===== src/irf_pkg.sv =====
`timescale 1ns / 1ps
// ----------------------------------------------------------------------------
// irf_pkg
// Shared types and constants for the integer radix formatter: character
// codes, radix codes, controller states and the command/status bundles.
// ----------------------------------------------------------------------------
package irf_pkg;

  // field widths fixed by the interface
  localparam int CHAR_W  = 16;
  localparam int WIDTH_W = 7;
  localparam int RADIX_W = 2;
  localparam int DIGIT_W = 4;

  // radix select codes
  localparam logic [RADIX_W-1:0] RADIX_BIN = 2'd0;
  localparam logic [RADIX_W-1:0] RADIX_OCT = 2'd1;
  localparam logic [RADIX_W-1:0] RADIX_DEC = 2'd2;
  localparam logic [RADIX_W-1:0] RADIX_HEX = 2'd3;

  // character codes
  localparam logic [CHAR_W-1:0] CH_ZERO       = 16'h0030;
  localparam logic [CHAR_W-1:0] CH_ALPHA_BASE = 16'h0037;
  localparam logic [CHAR_W-1:0] CH_MINUS      = 16'h002D;
  localparam logic [CHAR_W-1:0] CH_PLUS       = 16'h002B;
  localparam logic [CHAR_W-1:0] CH_SPACE      = 16'h0020;

  // digit values at or above this get the letter offset
  localparam logic [DIGIT_W-1:0] DIGIT_TEN = 4'd10;

  // controller states
  typedef enum logic [2:0] {
    S_IDLE,
    S_CONV,
    S_PREP,
    S_PAD,
    S_SIGN,
    S_DIGIT
  } irf_state_t;

  // commands from controller to datapath
  typedef struct packed {
    logic load;
    logic conv_step;
    logic prep;
    logic emit_pad;
    logic emit_sign;
    logic emit_digit;
  } irf_cmd_t;

  // status from datapath to controller
  typedef struct packed {
    logic conv_last;
    logic pad_zero;
    logic has_sign;
    logic digit_last;
  } irf_sts_t;

endpackage


===== src/integer_radix_formatter.sv =====
`timescale 1ns / 1ps
// after conversion and length preparation the first character is registered from the pad state
// or, with no pad run, the sign or digit state; later while the previous last word is stalled
// conversion runs one value bit per cycle through the shift-and-adjust digit row
// then one character per cycle while the output side takes them, with a gap after a pad run
// a new item is accepted only in idle, after the last digit of the previous one is emitted
// reset: synchronous active-low rst_n clears the controller state and output valid
// ----------------------------------------------------------------------------
// integer_radix_formatter
// Prints a signed integer in radix 2, 8, 10 or 16 as a stream of 16-bit
// characters: left pad run, optional sign, uppercase digits, last marker.
// ----------------------------------------------------------------------------
module integer_radix_formatter import irf_pkg::*; #(
  parameter int VALUE_BITS = 32,
  parameter int MAX_WIDTH  = 64
) (
  input  logic                         clk,
  input  logic                         rst_n,
  input  logic                         in_valid,
  output logic                         in_stall,
  input  logic signed [VALUE_BITS-1:0] in_value,
  input  logic [RADIX_W-1:0]           in_radix_select,
  input  logic                         in_width_given,
  input  logic [WIDTH_W-1:0]           in_min_width,
  input  logic [CHAR_W-1:0]            in_pad_char,
  input  logic                         in_force_sign,
  output logic                         out_valid,
  input  logic                         out_stall,
  output logic [CHAR_W-1:0]            out_char_code,
  output logic                         out_last_char
);

  irf_cmd_t cmd;
  irf_sts_t sts;

  // sequencer
  irf_ctrl u_ctrl (
    .clk       (clk),
    .rst_n     (rst_n),
    .in_valid  (in_valid),
    .in_stall  (in_stall),
    .out_valid (out_valid),
    .out_stall (out_stall),
    .sts       (sts),
    .cmd       (cmd)
  );

  // conversion and output datapath
  irf_dp #(
    .VALUE_BITS (VALUE_BITS),
    .MAX_WIDTH  (MAX_WIDTH)
  ) u_dp (
    .clk             (clk),
    .cmd             (cmd),
    .in_value        (in_value),
    .in_radix_select (in_radix_select),
    .in_width_given  (in_width_given),
    .in_min_width    (in_min_width),
    .in_pad_char     (in_pad_char),
    .in_force_sign   (in_force_sign),
    .sts             (sts),
    .out_char_code   (out_char_code),
    .out_last_char   (out_last_char)
  );

endmodule


===== src/irf_dp.sv =====
`timescale 1ns / 1ps
// ----------------------------------------------------------------------------
// irf_dp
// Formatter datapath: magnitude shift register, radix digit row converted
// one bit per cycle with a shift-and-adjust step, pad and digit counters and
// the output word register.
// ----------------------------------------------------------------------------
module irf_dp import irf_pkg::*; #(
  parameter int VALUE_BITS = 32,
  parameter int MAX_WIDTH  = 64
) (
  input  logic                      clk,
  input  irf_cmd_t                  cmd,
  input  logic signed [VALUE_BITS-1:0] in_value,
  input  logic [RADIX_W-1:0]        in_radix_select,
  input  logic                      in_width_given,
  input  logic [WIDTH_W-1:0]        in_min_width,
  input  logic [CHAR_W-1:0]         in_pad_char,
  input  logic                      in_force_sign,
  output irf_sts_t                  sts,
  output logic [CHAR_W-1:0]         out_char_code,
  output logic                      out_last_char
);

  // binary needs one digit per value bit, every other radix needs fewer
  localparam int NDIG = VALUE_BITS;
  localparam int DIW  = $clog2(NDIG + 1);
  localparam int IDXW = $clog2(NDIG);
  localparam int BCW  = $clog2(VALUE_BITS + 1);
  localparam logic [WIDTH_W-1:0] WIDTH_CAP = WIDTH_W'(MAX_WIDTH);

  logic [VALUE_BITS-1:0]          mag_r, mag_nxt;
  logic [NDIG-1:0][DIGIT_W-1:0]   digits_r, digits_nxt;
  logic [DIW-1:0]                 ndig_r, ndig_nxt;
  logic [BCW-1:0]                 bit_cnt_r, bit_cnt_nxt;
  logic [RADIX_W-1:0]             radix_r, radix_nxt;
  logic [CHAR_W-1:0]              pad_char_r, pad_char_nxt;
  logic                           has_sign_r, has_sign_nxt;
  logic                           neg_r, neg_nxt;
  logic [WIDTH_W-1:0]             width_r, width_nxt;
  logic [WIDTH_W-1:0]             pad_cnt_r, pad_cnt_nxt;
  logic [IDXW-1:0]                dig_idx_r, dig_idx_nxt;
  logic [CHAR_W-1:0]              out_char_r, out_char_nxt;
  logic                           out_last_r, out_last_nxt;

  logic [VALUE_BITS-1:0]          raw;
  logic [VALUE_BITS-1:0]          mag_in;
  logic                           neg_in;
  logic [WIDTH_W-1:0]             width_sat;
  logic [DIGIT_W-1:0]             half;
  logic [DIGIT_W-1:0]             addv;
  logic [NDIG-1:0][DIGIT_W-1:0]   adj;
  logic [NDIG-1:0][DIGIT_W-1:0]   stepped;
  logic [NDIG-1:0]                carry;
  logic                           grow;
  logic [WIDTH_W-1:0]             text_len;
  logic [DIGIT_W-1:0]             cur_digit;
  logic [CHAR_W-1:0]              digit_char;

  // input decode: magnitude, sign and saturated width
  assign raw       = in_value;
  assign neg_in    = raw[VALUE_BITS-1];
  assign mag_in    = neg_in ? VALUE_BITS'(~raw + 1'b1) : raw;
  assign width_sat = (in_min_width > WIDTH_CAP) ? WIDTH_CAP : in_min_width;

  // adjust constants: pre-shift add that makes bit 3 the carry into the next digit
  always_comb begin
    unique case (radix_r)
      RADIX_BIN: begin
        half = 4'd1;
        addv = 4'd7;
      end
      RADIX_OCT: begin
        half = 4'd4;
        addv = 4'd4;
      end
      RADIX_DEC: begin
        half = 4'd5;
        addv = 4'd3;
      end
      RADIX_HEX: begin
        half = 4'd8;
        addv = 4'd0;
      end
    endcase
  end

  // one conversion step: adjust every digit, then shift the row left one bit
  always_comb begin
    grow = 1'b0;
    for (int i = 0; i < NDIG; i++) begin
      adj[i] = (digits_r[i] >= half) ? digits_r[i] + addv : digits_r[i];
    end
    carry[0] = mag_r[VALUE_BITS-1];
    for (int i = 1; i < NDIG; i++) begin
      carry[i] = adj[i-1][DIGIT_W-1];
    end
    for (int i = 0; i < NDIG; i++) begin
      stepped[i] = {adj[i][DIGIT_W-2:0], carry[i]};
    end
    // the digit count rises by at most one per doubling
    for (int i = 0; i < NDIG; i++) begin
      if ((DIW'(i) == ndig_r) && (stepped[i] != '0)) begin
        grow = 1'b1;
      end
    end
  end

  // text length: at least one digit, plus the sign
  assign text_len = ((ndig_r == '0) ? WIDTH_W'(1) : WIDTH_W'(ndig_r)) + WIDTH_W'(has_sign_r);

  // current digit to character
  assign cur_digit  = digits_r[dig_idx_r];
  assign digit_char = (cur_digit < DIGIT_TEN) ? CHAR_W'(cur_digit) + CH_ZERO
                                              : CHAR_W'(cur_digit) + CH_ALPHA_BASE;

  // next-state logic for the datapath registers
  always_comb begin
    mag_nxt      = mag_r;
    digits_nxt   = digits_r;
    ndig_nxt     = ndig_r;
    bit_cnt_nxt  = bit_cnt_r;
    radix_nxt    = radix_r;
    pad_char_nxt = pad_char_r;
    has_sign_nxt = has_sign_r;
    neg_nxt      = neg_r;
    width_nxt    = width_r;
    pad_cnt_nxt  = pad_cnt_r;
    dig_idx_nxt  = dig_idx_r;
    out_char_nxt = out_char_r;
    out_last_nxt = out_last_r;

    if (cmd.load) begin
      mag_nxt      = mag_in;
      digits_nxt   = '0;
      ndig_nxt     = '0;
      bit_cnt_nxt  = BCW'(VALUE_BITS);
      radix_nxt    = in_radix_select;
      pad_char_nxt = in_pad_char;
      has_sign_nxt = (raw != '0) && (neg_in || in_force_sign);
      neg_nxt      = neg_in;
      width_nxt    = in_width_given ? width_sat : '0;
    end

    if (cmd.conv_step) begin
      mag_nxt     = {mag_r[VALUE_BITS-2:0], 1'b0};
      digits_nxt  = stepped;
      ndig_nxt    = ndig_r + DIW'(grow);
      bit_cnt_nxt = bit_cnt_r - 1'b1;
    end

    if (cmd.prep) begin
      pad_cnt_nxt = (width_r > text_len) ? width_r - text_len : '0;
      dig_idx_nxt = (ndig_r == '0) ? '0 : IDXW'(ndig_r - 1'b1);
    end

    if (cmd.emit_pad) begin
      pad_cnt_nxt  = pad_cnt_r - 1'b1;
      out_char_nxt = pad_char_r;
      out_last_nxt = 1'b0;
    end

    if (cmd.emit_sign) begin
      out_char_nxt = neg_r ? CH_MINUS : CH_PLUS;
      out_last_nxt = 1'b0;
    end

    if (cmd.emit_digit) begin
      dig_idx_nxt  = dig_idx_r - 1'b1;
      out_char_nxt = digit_char;
      out_last_nxt = (dig_idx_r == '0);
    end
  end

  // payload registers
  always_ff @(posedge clk) begin
    mag_r      <= mag_nxt;
    digits_r   <= digits_nxt;
    ndig_r     <= ndig_nxt;
    bit_cnt_r  <= bit_cnt_nxt;
    radix_r    <= radix_nxt;
    pad_char_r <= pad_char_nxt;
    has_sign_r <= has_sign_nxt;
    neg_r      <= neg_nxt;
    width_r    <= width_nxt;
    pad_cnt_r  <= pad_cnt_nxt;
    dig_idx_r  <= dig_idx_nxt;
    out_char_r <= out_char_nxt;
    out_last_r <= out_last_nxt;
  end

  // status back to the controller
  assign sts.conv_last  = (bit_cnt_r == BCW'(1));
  assign sts.pad_zero   = (pad_cnt_r == '0);
  assign sts.has_sign   = has_sign_r;
  assign sts.digit_last = (dig_idx_r == '0);

  assign out_char_code = out_char_r;
  assign out_last_char = out_last_r;

endmodule


===== src/irf_ctrl.sv =====
`timescale 1ns / 1ps
// ----------------------------------------------------------------------------
// irf_ctrl
// Formatter controller: sequences load, conversion, pad/sign/digit emission
// and owns the input stall and the output word valid flag.
// ----------------------------------------------------------------------------
module irf_ctrl import irf_pkg::*; (
  input  logic     clk,
  input  logic     rst_n,
  input  logic     in_valid,
  output logic     in_stall,
  output logic     out_valid,
  input  logic     out_stall,
  input  irf_sts_t sts,
  output irf_cmd_t cmd
);

  irf_state_t state_r, state_nxt;
  logic       out_valid_r, out_valid_nxt;
  logic       out_free;
  logic       out_take;
  logic       emit;

  // output register can take a new word this cycle
  assign out_free = !out_valid_r || !out_stall;
  assign out_take = out_valid_r && !out_stall;
  assign emit     = cmd.emit_pad || cmd.emit_sign || cmd.emit_digit;

  // next state
  always_comb begin
    state_nxt = state_r;
    unique case (state_r)
      S_IDLE: begin
        if (in_valid) state_nxt = S_CONV;
      end
      S_CONV: begin
        if (sts.conv_last) state_nxt = S_PREP;
      end
      S_PREP: begin
        state_nxt = S_PAD;
      end
      S_PAD: begin
        if (sts.pad_zero) state_nxt = sts.has_sign ? S_SIGN : S_DIGIT;
      end
      S_SIGN: begin
        if (out_free) state_nxt = S_DIGIT;
      end
      S_DIGIT: begin
        if (out_free && sts.digit_last) state_nxt = S_IDLE;
      end
      default: state_nxt = S_IDLE;
    endcase
  end

  // command outputs
  always_comb begin
    cmd      = '0;
    in_stall = 1'b1;
    unique case (state_r)
      S_IDLE: begin
        in_stall = 1'b0;
        cmd.load = in_valid;
      end
      S_CONV: begin
        cmd.conv_step = 1'b1;
      end
      S_PREP: begin
        cmd.prep = 1'b1;
      end
      S_PAD: begin
        cmd.emit_pad = !sts.pad_zero && out_free;
      end
      S_SIGN: begin
        cmd.emit_sign = out_free;
      end
      S_DIGIT: begin
        cmd.emit_digit = out_free;
      end
      default: begin
        cmd = '0;
      end
    endcase
  end

  // output valid flag
  always_comb begin
    out_valid_nxt = out_valid_r;
    if (emit) begin
      out_valid_nxt = 1'b1;
    end else if (out_take) begin
      out_valid_nxt = 1'b0;
    end
  end

  always_ff @(posedge clk) begin
    if (!rst_n) begin
      state_r     <= S_IDLE;
      out_valid_r <= 1'b0;
    end else begin
      state_r     <= state_nxt;
      out_valid_r <= out_valid_nxt;
    end
  end

  assign out_valid = out_valid_r;

  // a held word is never overwritten
  assert property (@(posedge clk) disable iff (!rst_n)
    (out_valid_r && out_stall) |-> !emit)
    else $error("irf_ctrl: word emitted while output is stalled");

  // an accepted item always starts conversion
  assert property (@(posedge clk) disable iff (!rst_n)
    cmd.load |=> (state_r == S_CONV))
    else $error("irf_ctrl: load did not start conversion");

  // conversion hands over to length preparation
  assert property (@(posedge clk) disable iff (!rst_n)
    (state_r == S_CONV && sts.conv_last) |=> (state_r == S_PREP))
    else $error("irf_ctrl: conversion did not end in prep");

  // the final digit returns to idle with a valid word waiting
  assert property (@(posedge clk) disable iff (!rst_n)
    (cmd.emit_digit && sts.digit_last) |=> (state_r == S_IDLE && out_valid_r))
    else $error("irf_ctrl: final digit did not close the item");

endmodule

===== config.mk =====
export PLATFORM = sky130hd
export DESIGN_NAME = integer_radix_formatter
export DESIGN_NICKNAME = d
export VERILOG_FILES = /design/src/irf_pkg.sv /design/src/integer_radix_formatter.sv /design/src/irf_dp.sv /design/src/irf_ctrl.sv
export SDC_FILE = /design/constraint.sdc
export NUM_CORES = 1
export LEC_CHECK = 0
export ABC_CLOCK_PERIOD_IN_PS = 11000
export BUFFER_PORTS_ARGS = -buffer_cell sky130_fd_sc_hd__clkbuf_2
export CORE_ASPECT_RATIO = 1.1
export CORE_UTILIZATION = 64
export DETAILED_ROUTE_END_ITERATION = 10
export GPL_TIMING_DRIVEN = 0
export PLACE_DENSITY = 0.79
export SYNTH_ARGS = -nofsm -noshare
export SYNTH_HDL_FRONTEND = slang
export SYNTH_SLANG_ARGS = --single-unit

===== constraint.sdc =====
create_clock -name clk -period 11 [get_ports clk]
set_input_delay 1.1 -clock clk [delete_from_list [all_inputs] [get_ports clk]]
set_output_delay 1.1 -clock clk [all_outputs]
set_load 0.01 [all_outputs]

==> impl_metrics.env <==
export IMPL_drtIter0Drc=1575
export IMPL_end_kind="flip-flop"
export IMPL_p_per_area_mw_per_mm2=234
export IMPL_htree_levels=1
export IMPL_slowest_delay_ns=0.89
export IMPL_synth_avg_cell_area_sq_um=10.4
export IMPL_clockBufferDepth=3
export IMPL_clock_tree_root_cell="clkbuf_16"
export IMPL_hp_class="flip-flop to flip-flop"
export IMPL_first_pass_iters=6
export IMPL_portBuffers=81
export IMPL_drive_gt1_frac=0.122
export IMPL_period_share=0.529
export IMPL_ys_seq_area_frac=0.371
export IMPL_drc=0
export IMPL_worst_ep_required_time_ns=11.28
export IMPL_ys_seq_elements=232
export IMPL_cts_setup_buffers=0
export IMPL_dieArea_sq_mm=0.0298
export IMPL_period_minus_slack_ns=5.82
export IMPL_timing_slew_headroom=0.264
export IMPL_clk_latency_ns=0.55
export IMPL_drv_slew=0
export IMPL_synth_edf_count=227
export IMPL_path_clk_slew_ns=0.06
export IMPL_hold_viol=0
export IMPL_cts_resized=0
export IMPL_grt_overflow=0
export IMPL_dpl_cell_area_sq_mm=0.0197
export IMPL_cap_violations=0
export IMPL_grtUsageTotal=0.356
export IMPL_yosysMostFrequentCell="nor2_1"
export IMPL_syn_nets=2101
export IMPL_vias=15200
export IMPL_numCtsBuffers=26
export IMPL_fin_setup_tns_ns=0
export IMPL_cp_slowest_cell="nor4b_1"
export IMPL_drt_total_wl_mm=51.4
export IMPL_syn_to_final_growth_pct=10.6
export IMPL_start_util=0.651
export IMPL_dp_hpwl_mm=37.5
export IMPL_critPathLaunchType="flip-flop"
export IMPL_antenna_found_initial=4
export IMPL_syn_area_sq_mm=0.0186
export IMPL_fp_coreArea_sq_mm=0.0286
export IMPL_cp_buffers_inverters=1
export IMPL_setup_viol=0
export IMPL_cp_cell_sequence="inv_6, ha_1, or2_2, ha_1, xor2_1, nor4b_1, or4_1, nor4bb_1, nand4_1, or4_1, ha_1, ha_1, nand2_1, xor2_1, nor2_1"
export IMPL_vias_per_cell=6.63
export IMPL_synthCells=1789
export IMPL_io_pins=82
export IMPL_avgRoutedWirePerCell_um=22.4
export IMPL_synth_area_leaders="edfxtp_1, ha_1, nor2_1"
export IMPL_postCtsHoldBufs=0
export IMPL_synth_top_cell_by_area="edfxtp_1"
export IMPL_cts_tree="yes"
export IMPL_crit_path_frequent_cell="ha_1"
export IMPL_yosys_warnings=0
export IMPL_n_fill_cell=2133
export IMPL_power_mw=4.82
export IMPL_finClkSkew_ns=0.0149
export IMPL_grt_max_degree=82
export IMPL_vdd_ir_drop_worst_v=0.000152
export IMPL_final_area_sq_mm=0.0206
export IMPL_synthTopCellsByCount="nor2_1, edfxtp_1, ha_1"
export IMPL_final_cells=2293
export IMPL_nNetsFinal=2216
export IMPL_die_w_um=165
export IMPL_numClockSinks=232
export IMPL_utilization=0.720
export IMPL_critical_path_class="flip-flop to flip-flop"
export IMPL_synth_top_area_share=0.366
export IMPL_async_reset_ff_frac=0
export IMPL_static_leakage_power_nw=8.32
export IMPL_grt_pass1_vias=15000
export IMPL_arrival_ns=6.11
export IMPL_die_h_um=181
export IMPL_synth_main_ff_cell="edfxtp_1"
export IMPL_worst_pin_slew_ns=1.09
export IMPL_gp_congestion=1.04
export IMPL_ys_types=77
export IMPL_rows=65
export IMPL_drtAntennaViolNets=0
export IMPL_cp_top_family="simple AND/OR/NAND/NOR gates"
export IMPL_rsz0062_at_grt="no"
export IMPL_path_max_fanout=48
export IMPL_fmax_ghz=0.172
export IMPL_status="finished, final reports clean"
export IMPL_grt_pass1_wl_mm=81.6
export IMPL_placedCellCount=2244
[layer usage]
layer	GRT usage	vias to the layer above	wire (um)	part of all wire
met4	0.188	4	3030	0.059
li1	-	6919	-	-
met1	0.448	7250	19100	0.37
met5	0	-	27	0.00052
met3	0.0785	215	5270	0.10
met2	0.570	825	24000	0.47
[flip-flops by register name (all words and copies together), names as in the netlist]
| name | count |
|---|---|
| u_dp.has_sign_r | 1 |
| u_dp.width_r | 7 |
| u_dp.pad_cnt_r | 7 |
| u_ctrl.state_r | 3 |
| u_ctrl.out_valid | 1 |
| u_dp.ndig_r | 6 |
| u_dp.out_last_char | 1 |
| u_dp.bit_cnt_r | 6 |
| u_dp.neg_r | 1 |
| u_dp.mag_r | 32 |
| u_dp.pad_char_r | 16 |
| u_dp.out_char_code | 16 |
| u_dp.digits_r | 128 |
| u_dp.dig_idx_r | 5 |
| u_dp.radix_r | 2 |
[metrics by stage]
stage	hold slack [ns]	worst slack, ns
finish	0.468	5.18
CTS	0.470	5.41
floorplan	0.437	3.41
global route	0.493	5.00
detailed placement	0.462	5.44
global placement	0.445	0.756
[placed cells by master (no fill, tap or decap), drive strengths merged, types with 7 or more instances in the layout]
master  netlist  final
clkbuf       42    150
or3          22     22
xor2         58     58
buf          18     24
mux4         32     32
a211oi       13     13
nor4b        10     10
mux2i        49     49
xnor2        40     40
a21o         33     33
ha          216    216
inv          81     82
edfxtp      227    227
nor3         55     55
mux2         10     10
o21ai        83     83
or4          10     10
nand3        17     17
fa           33     33
nor3b         7      7
nor4          8      8
and2         29     29
o31ai        10     10
nand2b       11     11
nand2        88     88
nor2b         9      9
clkinv        0      9
nor2        234    234
or4b         31     31
a311oi       20     20
a21oi       170    170
nand4        15     15
o21a         31     31
[path summary, 6_finish.rpt]
check                       start             end  slack [ns]  cells after the start
setup / recovery  u_dp.radix_r[0]  u_dp.ndig_r[4]        5.18                     15
hold / removal      u_dp.mag_r[0]   u_dp.mag_r[0]        0.47                      2
setup reg to reg  u_dp.radix_r[0]  u_dp.ndig_r[4]        5.18                     15
hold reg to reg     u_dp.mag_r[0]   u_dp.mag_r[0]        0.47                      2
[tightest hold or removal path: stages (launching register included)]
cell	delay (ns)
dfxtp_1	0.31
nand2_1	0.05
a21oi_1	0.05
[cell families after synthesis]
kind of cell             after synthesis  share of synthesized area
XOR/XNOR                              98                     0.0461
multiplexers                          91                     0.0712
AND/OR/NAND/NOR                      564                      0.154
adder cells (fa/ha/maj)              249                      0.180
AO/OA/AOI/OAI                        414                      0.147
flip-flops                           232                      0.371
buffers and inverters                141                     0.0297
[layout make-up]
class                      instances  area, sq um  area share
clock inverter                    21          258      0.0125
timing repair buffer              87          571      0.0277
antenna                            1         2.50    0.000121
sequential                       232         6920       0.336
multi-input combinational       1416        11200       0.542
inverter                          81          309      0.0150
clock buffer                      27          676      0.0328
buffer                            60          249      0.0121
tap                              368          460      0.0223
[report_power, final]
part	internal [mW]	switching [mW]	total (mW)
clock	0.567	0.395	0.962
combinational	0.924	1.35	2.27
sequential	1.30	0.291	1.59
(Power assumes the default switching activity.)
